===== src/hdl/ookpd_pkg.sv =====
// Shared types and constants for the OOK pulse-pair decoder.
// No dependencies; used by ookpd_window and ook_pulse_pair_decoder_top.
`timescale 1ns / 1ps

package ookpd_pkg;

  // Field widths
  localparam int unsigned COUNT_W   = 16;
  localparam int unsigned US_W      = 15;
  localparam int unsigned TOL_W     = 7;
  localparam int unsigned NOM_W     = 14;
  localparam int unsigned VALUE_W   = 2;
  localparam int unsigned INDEX_W   = 6;
  localparam int unsigned CFG_IDX_W = 4;
  localparam int unsigned CFG_DAT_W = 16;

  // Window bounds: nominal times (100 -/+ tolerance), compared against 100 * magnitude
  localparam int unsigned BOUND_W = 22;

  localparam int unsigned FRAME_BITS_DEFAULT = 64;

  // Count to microseconds: count * 16 / 3, saturated.
  // Counts at or above this value saturate.
  localparam logic [COUNT_W-1:0] COUNT_SAT = 16'd6144;
  localparam logic [US_W-1:0]    US_MAX    = 15'd32767;
  // ceil(2^17 / 3), exact for products below 2^17
  localparam logic [15:0]        RECIP3    = 16'd43691;
  localparam int unsigned        RECIP3_SH = 17;

  localparam logic [TOL_W-1:0] TOL_MAX = 7'd99;

  // Register reset values
  localparam logic [TOL_W-1:0] TOL_RESET   = 7'd50;
  localparam logic [NOM_W-1:0] SHORT_RESET = 14'd275;
  localparam logic [NOM_W-1:0] ZERO_RESET  = 14'd1225;
  localparam logic [NOM_W-1:0] START_RESET = 14'd2675;

  // Register indexes
  localparam logic [CFG_IDX_W-1:0] CFG_TOLERANCE = 4'd0;
  localparam logic [CFG_IDX_W-1:0] CFG_SHORT     = 4'd1;
  localparam logic [CFG_IDX_W-1:0] CFG_ZERO      = 4'd2;
  localparam logic [CFG_IDX_W-1:0] CFG_START     = 4'd3;

  // Decoded pair codes
  localparam logic [VALUE_W-1:0] BIT_ZERO    = 2'd0;
  localparam logic [VALUE_W-1:0] BIT_ONE     = 2'd1;
  localparam logic [VALUE_W-1:0] BIT_INVALID = 2'd2;

  typedef struct packed {
    logic [BOUND_W-1:0] lo;
    logic [BOUND_W-1:0] hi;
  } window_bounds_t;

endpackage


===== src/hdl/ookpd_window.sv =====
// Tolerance window compare for one duration magnitude against one nominal.
// Depends on ookpd_pkg for widths and the bounds struct.
`timescale 1ns / 1ps

module ookpd_window (
  input  logic [ookpd_pkg::US_W-1:0]  mag_i,
  input  ookpd_pkg::window_bounds_t   bounds_i,
  output logic                        match_o
);

  logic [ookpd_pkg::BOUND_W-1:0] mag_x100;
  logic [ookpd_pkg::BOUND_W-1:0] mag_p1_x100;

  assign mag_x100    = ookpd_pkg::BOUND_W'(mag_i) * ookpd_pkg::BOUND_W'(100);
  assign mag_p1_x100 = mag_x100 + ookpd_pkg::BOUND_W'(100);

  // lo < mag  <=>  n*(100-t) < 100*mag;  mag < hi  <=>  100*(mag+1) <= n*(100+t)
  assign match_o = (bounds_i.lo < mag_x100) && (mag_p1_x100 <= bounds_i.hi);

endmodule


===== src/hdl/ook_pulse_pair_decoder_top.sv =====
// Top level of the OOK pulse-pair decoder: edge-count input, decoded bit output.
// Depends on ookpd_pkg and ookpd_window.
`timescale 1ns / 1ps

//  channel  | direction | handshake              | payload
//  ---------+-----------+------------------------+------------------------------------------
//  s_axis   | in        | s_axis_tvalid/tready   | tdata[15:0] elapsed_count
//  m_axis   | out       | m_axis_tvalid/tready   | tdata[1:0] bit_value, [7:2] bit_index;
//           |           |                        | tlast frame_last
//  cfg      | in        | cfg_valid/cfg_ready    | cfg_index, cfg_data (ready always high)
//
//  One edge event per cycle unless a held result stalls the input. An event is converted
//  to microseconds on its way into the input register; from there it is compared and
//  updates the decoder state, and a result lands in the output register.
//  Reset clears the state and loads the register defaults; no clearing pass.
//  A held result stalls the input only when the waiting event would itself produce one.

module ook_pulse_pair_decoder_top #(
  parameter int unsigned FRAME_BITS = ookpd_pkg::FRAME_BITS_DEFAULT
) (
  input  logic                              clk_i,
  input  logic                              rst_ni,

  input  logic                              s_axis_tvalid_i,
  output logic                              s_axis_tready_o,
  input  logic [15:0]                       s_axis_tdata_i,   // [15:0] elapsed_count

  output logic                              m_axis_tvalid_o,
  input  logic                              m_axis_tready_i,
  output logic [7:0]                        m_axis_tdata_o,   // [1:0] bit_value, [7:2] bit_index
  output logic                              m_axis_tlast_o,   // frame_last

  input  logic                              cfg_valid_i,
  output logic                              cfg_ready_o,
  input  logic [ookpd_pkg::CFG_IDX_W-1:0]   cfg_index_i,
  input  logic [ookpd_pkg::CFG_DAT_W-1:0]   cfg_data_i
);

  localparam int unsigned CAP_W = $clog2(2 * FRAME_BITS + 1);
  localparam logic [CAP_W-1:0] CAP_FULL   = CAP_W'(2 * FRAME_BITS);
  localparam logic [CAP_W-1:0] FRAME_CNT  = CAP_W'(FRAME_BITS);
  localparam int unsigned      PROD_W     = (ookpd_pkg::COUNT_W + 1) + 16;

  // Configuration registers
  logic [ookpd_pkg::TOL_W-1:0] tol_q;
  logic [ookpd_pkg::NOM_W-1:0] short_q, zero_q, start_q;

  assign cfg_ready_o = 1'b1;

  always_ff @(posedge clk_i or negedge rst_ni) begin
    if (!rst_ni) begin
      tol_q   <= ookpd_pkg::TOL_RESET;
      short_q <= ookpd_pkg::SHORT_RESET;
      zero_q  <= ookpd_pkg::ZERO_RESET;
      start_q <= ookpd_pkg::START_RESET;
    end else if (cfg_valid_i) begin
      unique case (cfg_index_i)
        ookpd_pkg::CFG_TOLERANCE: tol_q   <= cfg_data_i[ookpd_pkg::TOL_W-1:0];
        ookpd_pkg::CFG_SHORT:     short_q <= cfg_data_i[ookpd_pkg::NOM_W-1:0];
        ookpd_pkg::CFG_ZERO:      zero_q  <= cfg_data_i[ookpd_pkg::NOM_W-1:0];
        ookpd_pkg::CFG_START:     start_q <= cfg_data_i[ookpd_pkg::NOM_W-1:0];
        default: ;
      endcase
    end
  end

  // Window bounds, refreshed every cycle from the registers
  logic [ookpd_pkg::TOL_W-1:0] tol_clamped;
  logic [7:0]                  pct_lo, pct_hi;
  ookpd_pkg::window_bounds_t   short_bnd_q, zero_bnd_q, start_bnd_q;

  assign tol_clamped = (tol_q > ookpd_pkg::TOL_MAX) ? ookpd_pkg::TOL_MAX : tol_q;
  assign pct_lo      = 8'd100 - {1'b0, tol_clamped};
  assign pct_hi      = 8'd100 + {1'b0, tol_clamped};

  always_ff @(posedge clk_i) begin
    short_bnd_q.lo <= ookpd_pkg::BOUND_W'(short_q) * ookpd_pkg::BOUND_W'(pct_lo);
    short_bnd_q.hi <= ookpd_pkg::BOUND_W'(short_q) * ookpd_pkg::BOUND_W'(pct_hi);
    zero_bnd_q.lo  <= ookpd_pkg::BOUND_W'(zero_q)  * ookpd_pkg::BOUND_W'(pct_lo);
    zero_bnd_q.hi  <= ookpd_pkg::BOUND_W'(zero_q)  * ookpd_pkg::BOUND_W'(pct_hi);
    start_bnd_q.lo <= ookpd_pkg::BOUND_W'(start_q) * ookpd_pkg::BOUND_W'(pct_lo);
    start_bnd_q.hi <= ookpd_pkg::BOUND_W'(start_q) * ookpd_pkg::BOUND_W'(pct_hi);
  end

  // Count to microseconds on the way into the input register
  logic [ookpd_pkg::COUNT_W:0]  count_x16;
  logic [PROD_W-1:0]            recip_prod;
  logic [ookpd_pkg::US_W-1:0]   us_in;

  assign count_x16  = {s_axis_tdata_i[12:0], 4'b0000};
  assign recip_prod = PROD_W'(count_x16) * PROD_W'(ookpd_pkg::RECIP3);
  assign us_in      = (s_axis_tdata_i >= ookpd_pkg::COUNT_SAT) ? ookpd_pkg::US_MAX
                    : recip_prod[ookpd_pkg::RECIP3_SH +: ookpd_pkg::US_W];

  logic                       in_valid_q;
  logic [ookpd_pkg::US_W-1:0] us_q;

  // Decoder state: durations kept as magnitude plus a low flag
  logic                       phase_q;
  logic [ookpd_pkg::US_W-1:0] prev_mag_q, held_mag_q;
  logic                       prev_low_q, held_low_q;
  logic [CAP_W-1:0]           cap_q;

  logic out_valid_q;
  logic out_valid_d;
  logic [ookpd_pkg::VALUE_W-1:0] out_value_q;
  logic [ookpd_pkg::INDEX_W-1:0] out_index_q;
  logic                          out_last_q;

  logic searching, pair_end, gives_result, advance;

  assign searching    = (cap_q == '0);
  assign pair_end     = cap_q[0];
  assign gives_result = !searching && pair_end;
  assign advance      = in_valid_q && (!gives_result || !out_valid_q || m_axis_tready_i);

  assign s_axis_tready_o = !in_valid_q || advance;

  // Hold the result until taken; load a new one when a low half completes a pair
  assign out_valid_d = (advance && gives_result) || (out_valid_q && !m_axis_tready_i);

  // Window compares
  logic [ookpd_pkg::US_W-1:0] ref_mag;
  logic                       ref_low;
  logic ref_short_win, cur_short_win, cur_zero_win, cur_start_win;

  assign ref_mag = searching ? prev_mag_q : held_mag_q;
  assign ref_low = searching ? prev_low_q : held_low_q;

  ookpd_window u_ref_short (.mag_i(ref_mag), .bounds_i(short_bnd_q), .match_o(ref_short_win));
  ookpd_window u_cur_short (.mag_i(us_q),    .bounds_i(short_bnd_q), .match_o(cur_short_win));
  ookpd_window u_cur_zero  (.mag_i(us_q),    .bounds_i(zero_bnd_q),  .match_o(cur_zero_win));
  ookpd_window u_cur_start (.mag_i(us_q),    .bounds_i(start_bnd_q), .match_o(cur_start_win));

  logic ref_high_short, cur_low_short, cur_low_zero, cur_low_start;

  assign ref_high_short = !ref_low && ref_short_win;
  assign cur_low_short  = phase_q && cur_short_win;
  assign cur_low_zero   = phase_q && cur_zero_win;
  assign cur_low_start  = phase_q && cur_start_win;

  logic [ookpd_pkg::VALUE_W-1:0] value_d;
  logic [CAP_W-1:0]              half_d;
  logic [ookpd_pkg::INDEX_W-1:0] index_d;

  always_comb begin
    value_d = ookpd_pkg::BIT_INVALID;
    if (ref_high_short) begin
      if (cur_low_short) begin
        value_d = ookpd_pkg::BIT_ONE;
      end else if (cur_low_zero) begin
        value_d = ookpd_pkg::BIT_ZERO;
      end
    end
  end

  assign half_d  = CAP_W'((CAP_W + 1)'(cap_q) + (CAP_W + 1)'(1) >> 1);
  assign index_d = ookpd_pkg::INDEX_W'(FRAME_CNT - half_d);

  always_ff @(posedge clk_i or negedge rst_ni) begin
    if (!rst_ni) begin
      in_valid_q  <= 1'b0;
      phase_q     <= 1'b0;
      prev_low_q  <= 1'b0;
      prev_mag_q  <= '0;
      held_low_q  <= 1'b0;
      held_mag_q  <= '0;
      cap_q       <= '0;
      out_valid_q <= 1'b0;
    end else begin
      if (s_axis_tready_o) begin
        in_valid_q <= s_axis_tvalid_i;
      end

      out_valid_q <= out_valid_d;

      if (advance) begin
        phase_q    <= !phase_q;
        prev_mag_q <= us_q;
        prev_low_q <= phase_q;
        if (searching) begin
          if (ref_high_short && cur_low_start) begin
            cap_q <= CAP_FULL;
          end
        end else begin
          cap_q <= cap_q - CAP_W'(1);
          if (!pair_end) begin
            // hold the high half until its low arrives
            held_mag_q <= us_q;
            held_low_q <= phase_q;
          end
        end
      end
    end
  end

  always_ff @(posedge clk_i) begin
    if (s_axis_tready_o && s_axis_tvalid_i) begin
      us_q <= us_in;
    end
    if (advance && gives_result) begin
      out_value_q <= value_d;
      out_index_q <= index_d;
      out_last_q  <= (cap_q == CAP_W'(1));
    end
  end

  assign m_axis_tvalid_o = out_valid_q;
  assign m_axis_tdata_o  = {out_index_q, out_value_q};
  assign m_axis_tlast_o  = out_last_q;

endmodule


===== config.mk =====
export PLATFORM = sky130hd
export DESIGN_NAME = ook_pulse_pair_decoder_top
export DESIGN_NICKNAME = d
export VERILOG_FILES = /design/src/hdl/ookpd_pkg.sv /design/src/hdl/ookpd_window.sv /design/src/hdl/ook_pulse_pair_decoder_top.sv
export SDC_FILE = /design/constraint.sdc
export NUM_CORES = 2
export LEC_CHECK = 0
export ABC_AREA = 1
export BUFFER_PORTS_ARGS = -buffer_cell sky130_fd_sc_hd__clkbuf_2
export CORE_UTILIZATION = 39
export DETAILED_ROUTE_END_ITERATION = 12
export HOLD_SLACK_MARGIN = 0.12
export PLACE_DENSITY = 0.52
export SLEW_MARGIN = 10
export SYNTH_ARGS = -nofsm -noshare
export SYNTH_HDL_FRONTEND = slang
export SYNTH_SLANG_ARGS = --single-unit

===== constraint.sdc =====
create_clock -name clk_i -period 7.3 [get_ports clk_i]
set_input_delay 1.46 -clock clk_i [delete_from_list [all_inputs] [get_ports clk_i]]
set_output_delay 1.46 -clock clk_i [all_outputs]
set_load 0.05 [all_outputs]

Yosys cells after proc, flatten, opt, wreduce, memory -nomap -nowiden. Cells that the tools add are included. Widths: inputs -> output; s select.

Flip-flop bits (word level): 248. Input bits: 41. Output and inout port bits: 12.

Add/subtract/negate cells: 7. Multipliers: 9. $lt $le $gt $ge: 10. Eq/ne operators: 5. Mux-type cells: 7. Bitwise gates (word level): 2. Reduce and logical (&&, ||, !) cells: 33.

Operators with widths (number): $mul 14x8->22 (6); $le 22x22->1 (4); $lt 22x22->1 (4); $add 22x7->22 const B (2); $mul 15x5->20 const B (2); $mul 13x16->28 const B (1); $ge 16x13->1 const B (1); $mux 8 (2); $mux 15 (1); $logic_and 1x1->1 (14); $reduce_and 2->1 (5); $add 7x7->8 const A (1); $eq 4x2->1 const B (2); $eq 8x1->1 const B (1); $logic_not 8->1 (1); $sub 7x7->8 const A (1); $sub 8x1->8 const B (1); $add 7x1->7 const B (1); $gt 7x7->1 const B (1); $logic_not 1->1 (7); $mux 7 (1); $sub 1x6->6 const A (1); $eq 4x1->1 const B (1); $logic_not 4->1 (1); other kinds (6) (11).

Longest topological paths before layout.
Word-level depth: 10. Mapped depth: 45. Depth with buffers taken out: 43.

Hierarchy. Synthesis repeated with hierarchy kept, for this count alone.

Cell total of the unflattened synthesis: 6052. Area, all modules: 44579.0 µm².

Modules (own cells, without submodules): ook_pulse_pair_decoder_top (instances 1, cells an instance 4064, area each 32302.2 µm², seq. area each 5629.1 µm²); ookpd_window (instances 4, cells an instance 497, area each 3069.2 µm², seq. area each 0.0 µm²).

Worst setup path after synthesis. Ideal clock, no wire load.

Path type: reg2reg. From: register tol_q[4] (netlist name). To: register start_bnd_q[38] (netlist name). Library setup time: 0.127 ns. Arrival: 5.824 ns. Required time: 7.173 ns. Path slack: 1.349 ns. Stages on the path, launching flop included: 29. Path buffers: 3. Period minus slack after synthesis: 5.951 ns. Cell sequence: dfstp_2 -> inv_1 -> a311oi_4 -> nor2_1 -> clkbuf_1 -> clkbuf_1 -> ha_1 -> a21oi_1 -> or2_1 -> nand2_1 -> nand2_1 -> nand2_2 -> inv_2 -> buf_6 -> nand2_1 -> fa_1 -> fa_1 -> inv_1 -> fa_1 -> inv_1 -> fa_1 -> inv_1 -> ha_1 -> a21o_1 -> a21oi_1 -> o21ai_0 -> a21boi_1 -> o21ai_0 -> xor2_1.

Cells in the longest elaborated chain, start to end: 4.

RTL lines: from (decl) (line ook_pulse_pair_decoder_top.sv:45) `logic [ookpd_pkg::TOL_W-1:0] tol_q;`; from (signal assigned) (line ook_pulse_pair_decoder_top.sv:52) `tol_q <= ookpd_pkg::TOL_RESET;`; from (signal assigned) (line ook_pulse_pair_decoder_top.sv:58) `ookpd_pkg::CFG_TOLERANCE: tol_q <= cfg_data_i[ookpd_pkg::TOL_W-1:0];`; $gt 7x7->1 (line ook_pulse_pair_decoder_top.sv:72) `assign tol_clamped = (tol_q > ookpd_pkg::TOL_MAX) ? ookpd_pkg::TOL_MAX : tol_q;`; $mux 7 * (line ook_pulse_pair_decoder_top.sv:72); $sub 7x7->8 * (line ook_pulse_pair_decoder_top.sv:73) `assign pct_lo = 8'd100 - {1'b0, tol_clamped};`; $mul 14x8->22 * (line ook_pulse_pair_decoder_top.sv:81) `start_bnd_q.lo <= ookpd_pkg::BOUND_W'(start_q) * ookpd_pkg::BOUND_W'(pct_lo);`; to (decl) (line ook_pulse_pair_decoder_top.sv:70) `ookpd_pkg::window_bounds_t short_bnd_q, zero_bnd_q, start_bnd_q;`.

Every way passes the cells marked *; elsewhere a longest branch is shown, timed or not. A chain may end at the register's enable or synchronous reset.

Final worst setup path.
From: register cap_q[0]. To: register out_value_q[1] (netlist name), data pin.

Cells in the longest elaborated chain, start to end: 7. Elaborated cells between the ends (all ways): 10. Classes of those cells: add/sub (1); mul (1); order compare (2); mux (2); reduce/logical (4).

RTL lines: from (decl) (line ook_pulse_pair_decoder_top.sv:102) `logic [CAP_W-1:0] cap_q;`; from (signal assigned) (line ook_pulse_pair_decoder_top.sv:186) `cap_q <= cap_q - CAP_W'(1);`; $logic_not 8->1 * (line ook_pulse_pair_decoder_top.sv:112) `assign searching = (cap_q == '0);`; $mux 15 (line ook_pulse_pair_decoder_top.sv:127) `assign ref_mag = searching ? prev_mag_q : held_mag_q;`; $mul 15x5->20 (line ookpd_window.sv:14) `assign mag_x100 = ookpd_pkg::BOUND_W'(mag_i) * ookpd_pkg::BOUND_W'(100);`; $add 22x7->22 (line ookpd_window.sv:15) `assign mag_p1_x100 = mag_x100 + ookpd_pkg::BOUND_W'(100);`; $le 22x22->1 (line ookpd_window.sv:18) `assign match_o = (bounds_i.lo < mag_x100) && (mag_p1_x100 <= bounds_i.hi);`; $logic_and 1x1->1 (line ookpd_window.sv:18); $logic_and 1x1->1 * (line ook_pulse_pair_decoder_top.sv:137) `assign ref_high_short = !ref_low && ref_short_win;`; to (signal assigned) (line ook_pulse_pair_decoder_top.sv:202) `out_value_q <= value_d;`; to (decl) (line ook_pulse_pair_decoder_top.sv:106) `logic [ookpd_pkg::VALUE_W-1:0] out_value_q;`.

Marked as above.

==> results.sh <==
export IMPL_final_cell_mix="inv_1 (992), nand2_1 (968), ha_1 (589)"
export IMPL_rows=114
export IMPL_status="completed"
export IMPL_dieHeight_um=316.3
export IMPL_synth_ff_type="dfxtp_1"
export IMPL_timing_setup_tns_ns=0
export IMPL_design_core_area_um2=97280
export IMPL_cp_slowest_cell="o21ai_0"
export IMPL_dr_pass1_iters=8
export IMPL_drcViolationCount=0
export IMPL_layout_commonest_cell="inv_1"
export IMPL_async_reset_ff_share_pct=38.02
export IMPL_routed_via_density=4.955
export IMPL_period_share_pct=92.16
export IMPL_wl_met1_um=49690
export IMPL_yosysUniqueCellTypes=58
export IMPL_clock_sinks=242
export IMPL_syn_avg_cell_area_um2=7.983
export IMPL_grt_overflow_total=0
export IMPL_worstHoldPathCells=2
export IMPL_cts_buffer_depth=3
export IMPL_vias=30600
export IMPL_reg2regPathDepth=35
export IMPL_crit_required_ns=7.64
export IMPL_clock_root_buffer="clkbuf_16"
export IMPL_endpoint_kind="register"
export IMPL_rsz0062_at_grt="false"
export IMPL_grt_max_degree=54
export IMPL_postSynthCellCount=4826
export IMPL_tritoncts="built"
export IMPL_place_hpwl_um=91230
export IMPL_finalHoldViolations=0
export IMPL_ios=53
export IMPL_die_w_um=316.3
export IMPL_first_global_vias=31390
export IMPL_synth_seq_cells=242
export IMPL_top_layer_used="met4"
export IMPL_place_congestion=0.8885
export IMPL_ant_nets=0
export IMPL_drive_gt1_share_pct=4.737
export IMPL_cp_start_kind="register"
export IMPL_cp_arrival_ns=7.06
export IMPL_grt_pass1_wl_um=174500
export IMPL_critical_path_class="reg2reg"
export IMPL_area_growth_pct=7.229
export IMPL_setup_ws_ns=0.5725
export IMPL_tightest_slew_ns=1.135
export IMPL_rr_startpoint="cap_q[0]"
export IMPL_holdBufCountCts=0
export IMPL_setup_viol=0
export IMPL_start_util_pct=39.61
export IMPL_cpPeakStageDelay_ns=0.55
export IMPL_path_max_fanout=13
export IMPL_fmax_mhz=148.6
export IMPL_min_delay_start="prev_mag_q[9]"
export IMPL_cts_max_level=1
export IMPL_grt_usage_pct=22.74
export IMPL_cts_clk_slew_worst_paths_ns=0.06
export IMPL_antenna_found_initial=3
export IMPL_drv_cap=0
export IMPL_relSlewSlack_pct=24.33
export IMPL_crit_top_cell="nand2_1"
export IMPL_syn_area_um2=38530
export IMPL_clock_latency_ns=0.62
export IMPL_ys_seq_area_share_pct=14.45
export IMPL_finalClockSkew_ns=0.03268
export IMPL_hp_class="reg2reg"
export IMPL_drtIter0Drc=1709
export IMPL_port_buffers=49
export IMPL_fin_crit_ns=6.728
export IMPL_yosys_warnings=0
export IMPL_die_area_um2=100100
export IMPL_final_nets=6005
export IMPL_crit_start="cap_q[0]"
export IMPL_post_drt_wl_per_cell_um=17.85
export IMPL_wl_um=110200
export IMPL_final_area_um2=41310
export IMPL_wl_met2_um=51570
export IMPL_place_area_um2=40270
export IMPL_synth_edf_count=24
export IMPL_numCtsBuffers=30
export IMPL_diodes=0
export IMPL_drv_slew=0
export IMPL_post_place_ws_ns=0.5403
export IMPL_routed_wl_met3_um=5824
[final cells by class]
class / instances / area, µm²
timing repair buffer: 89 / 573.1
sequential: 242 / 5569
clock inverter: 15 / 126.4
multi-input combinational: 3502 / 28750
fill: 10100 / 55960
tap: 1276 / 1597
inverter: 1009 / 3787
clock buffer: 41 / 915.9
[Yosys cell counts, drive strengths merged, types with 19 or more instances]
cell / instances / share of area (%)
ha: 590 / 19
a21oi: 221 / 2.9
nor2: 441 / 4.5
nand3: 148 / 2.0
o21ai: 222 / 2.9
dfstp: 19 / 1.3
xor2: 117 / 2.7
dfxtp: 126 / 6.5
nand4: 41 / 0.70
buf: 40 / 0.81
a21o: 20 / 0.39
edfxtp: 24 / 1.9
inv: 1004 / 9.8
clkbuf: 74 / 0.72
dfrtp: 73 / 4.7
fa: 500 / 26
xnor2: 42 / 0.95
nor3: 33 / 0.46
nand2: 983 / 9.7
[sequential cells by signal, indices dropped and copies added (netlist names), 2 cells and up]
signal / cells
cap_q: 8
held_mag_q: 15
out_index_q: 6
out_value_q: 2
prev_mag_q: 15
short_bnd_q: 42
short_q: 14
start_bnd_q: 42
start_q: 14
tol_q: 7
us_q: 15
zero_bnd_q: 42
zero_q: 14
[what timing repair did]
action / 4_1_cts / 5_1_grt
resized for setup: 0 / 3
buffers inserted: 0 / 0
endpoints found under the setup margin: 0 / 9
[cell families (layout without fill, tap and decap cells)]
group / after synthesis / after routing / share of synthesized area [%]
flops: 242 / 242 / 14.45
other cells: 2 / 43 / 0.01949
simple gates: 1683 / 1683 / 17.89
buf+inv: 1123 / 1154 / 11.36
xor+xnor: 159 / 159 / 3.634
fa+ha+maj: 1090 / 1090 / 45.14
compound gates: 527 / 527 / 7.505
[critical path, delay by kind of cell, from the launching register on]
kind	cells	cell delay [ns]
AO/OA/AOI/OAI	2	0.87
AND/OR/NAND/NOR	21	2.68
flip-flops	1	0.44
adder cells (fa/ha/maj)	6	1.92
buffers and inverters	6	0.55
[routing by layer]
metal,global-route usage [%],vias to the layer above
li1,-,15000
met1,30.47,14870
met2,38.49,584
met3,3.002,140
met4,6.010,0
met5,0,-
[per-stage QoR]
stage / cells / utilization [%] / hold WS [ns]
after detailed placement: 6118 / 41.40 / 0.4685
after CTS: 6174 / 42.47 / 0.4838
after floorplan: 4867 / - / 0.4457
after global placement: 6118 / 41.40 / 0.4601
after global routing: 6174 / 42.47 / 0.5058
final: 6174 / 42.47 / 0.4777
[worst paths after layout]
kind,slack (ns),end
max,0.57,out_value_q[1]
min,0.48,prev_mag_q[9]
max reg2reg,0.57,out_value_q[1]
min reg2reg,0.48,prev_mag_q[9]
max in group asynchronous,5.19,start_q[12]
min in group asynchronous,0.85,cap_q[2]
Power is not shown: default switching activity piles up to over one toggle a cycle in this logic, so the estimate is an artifact.
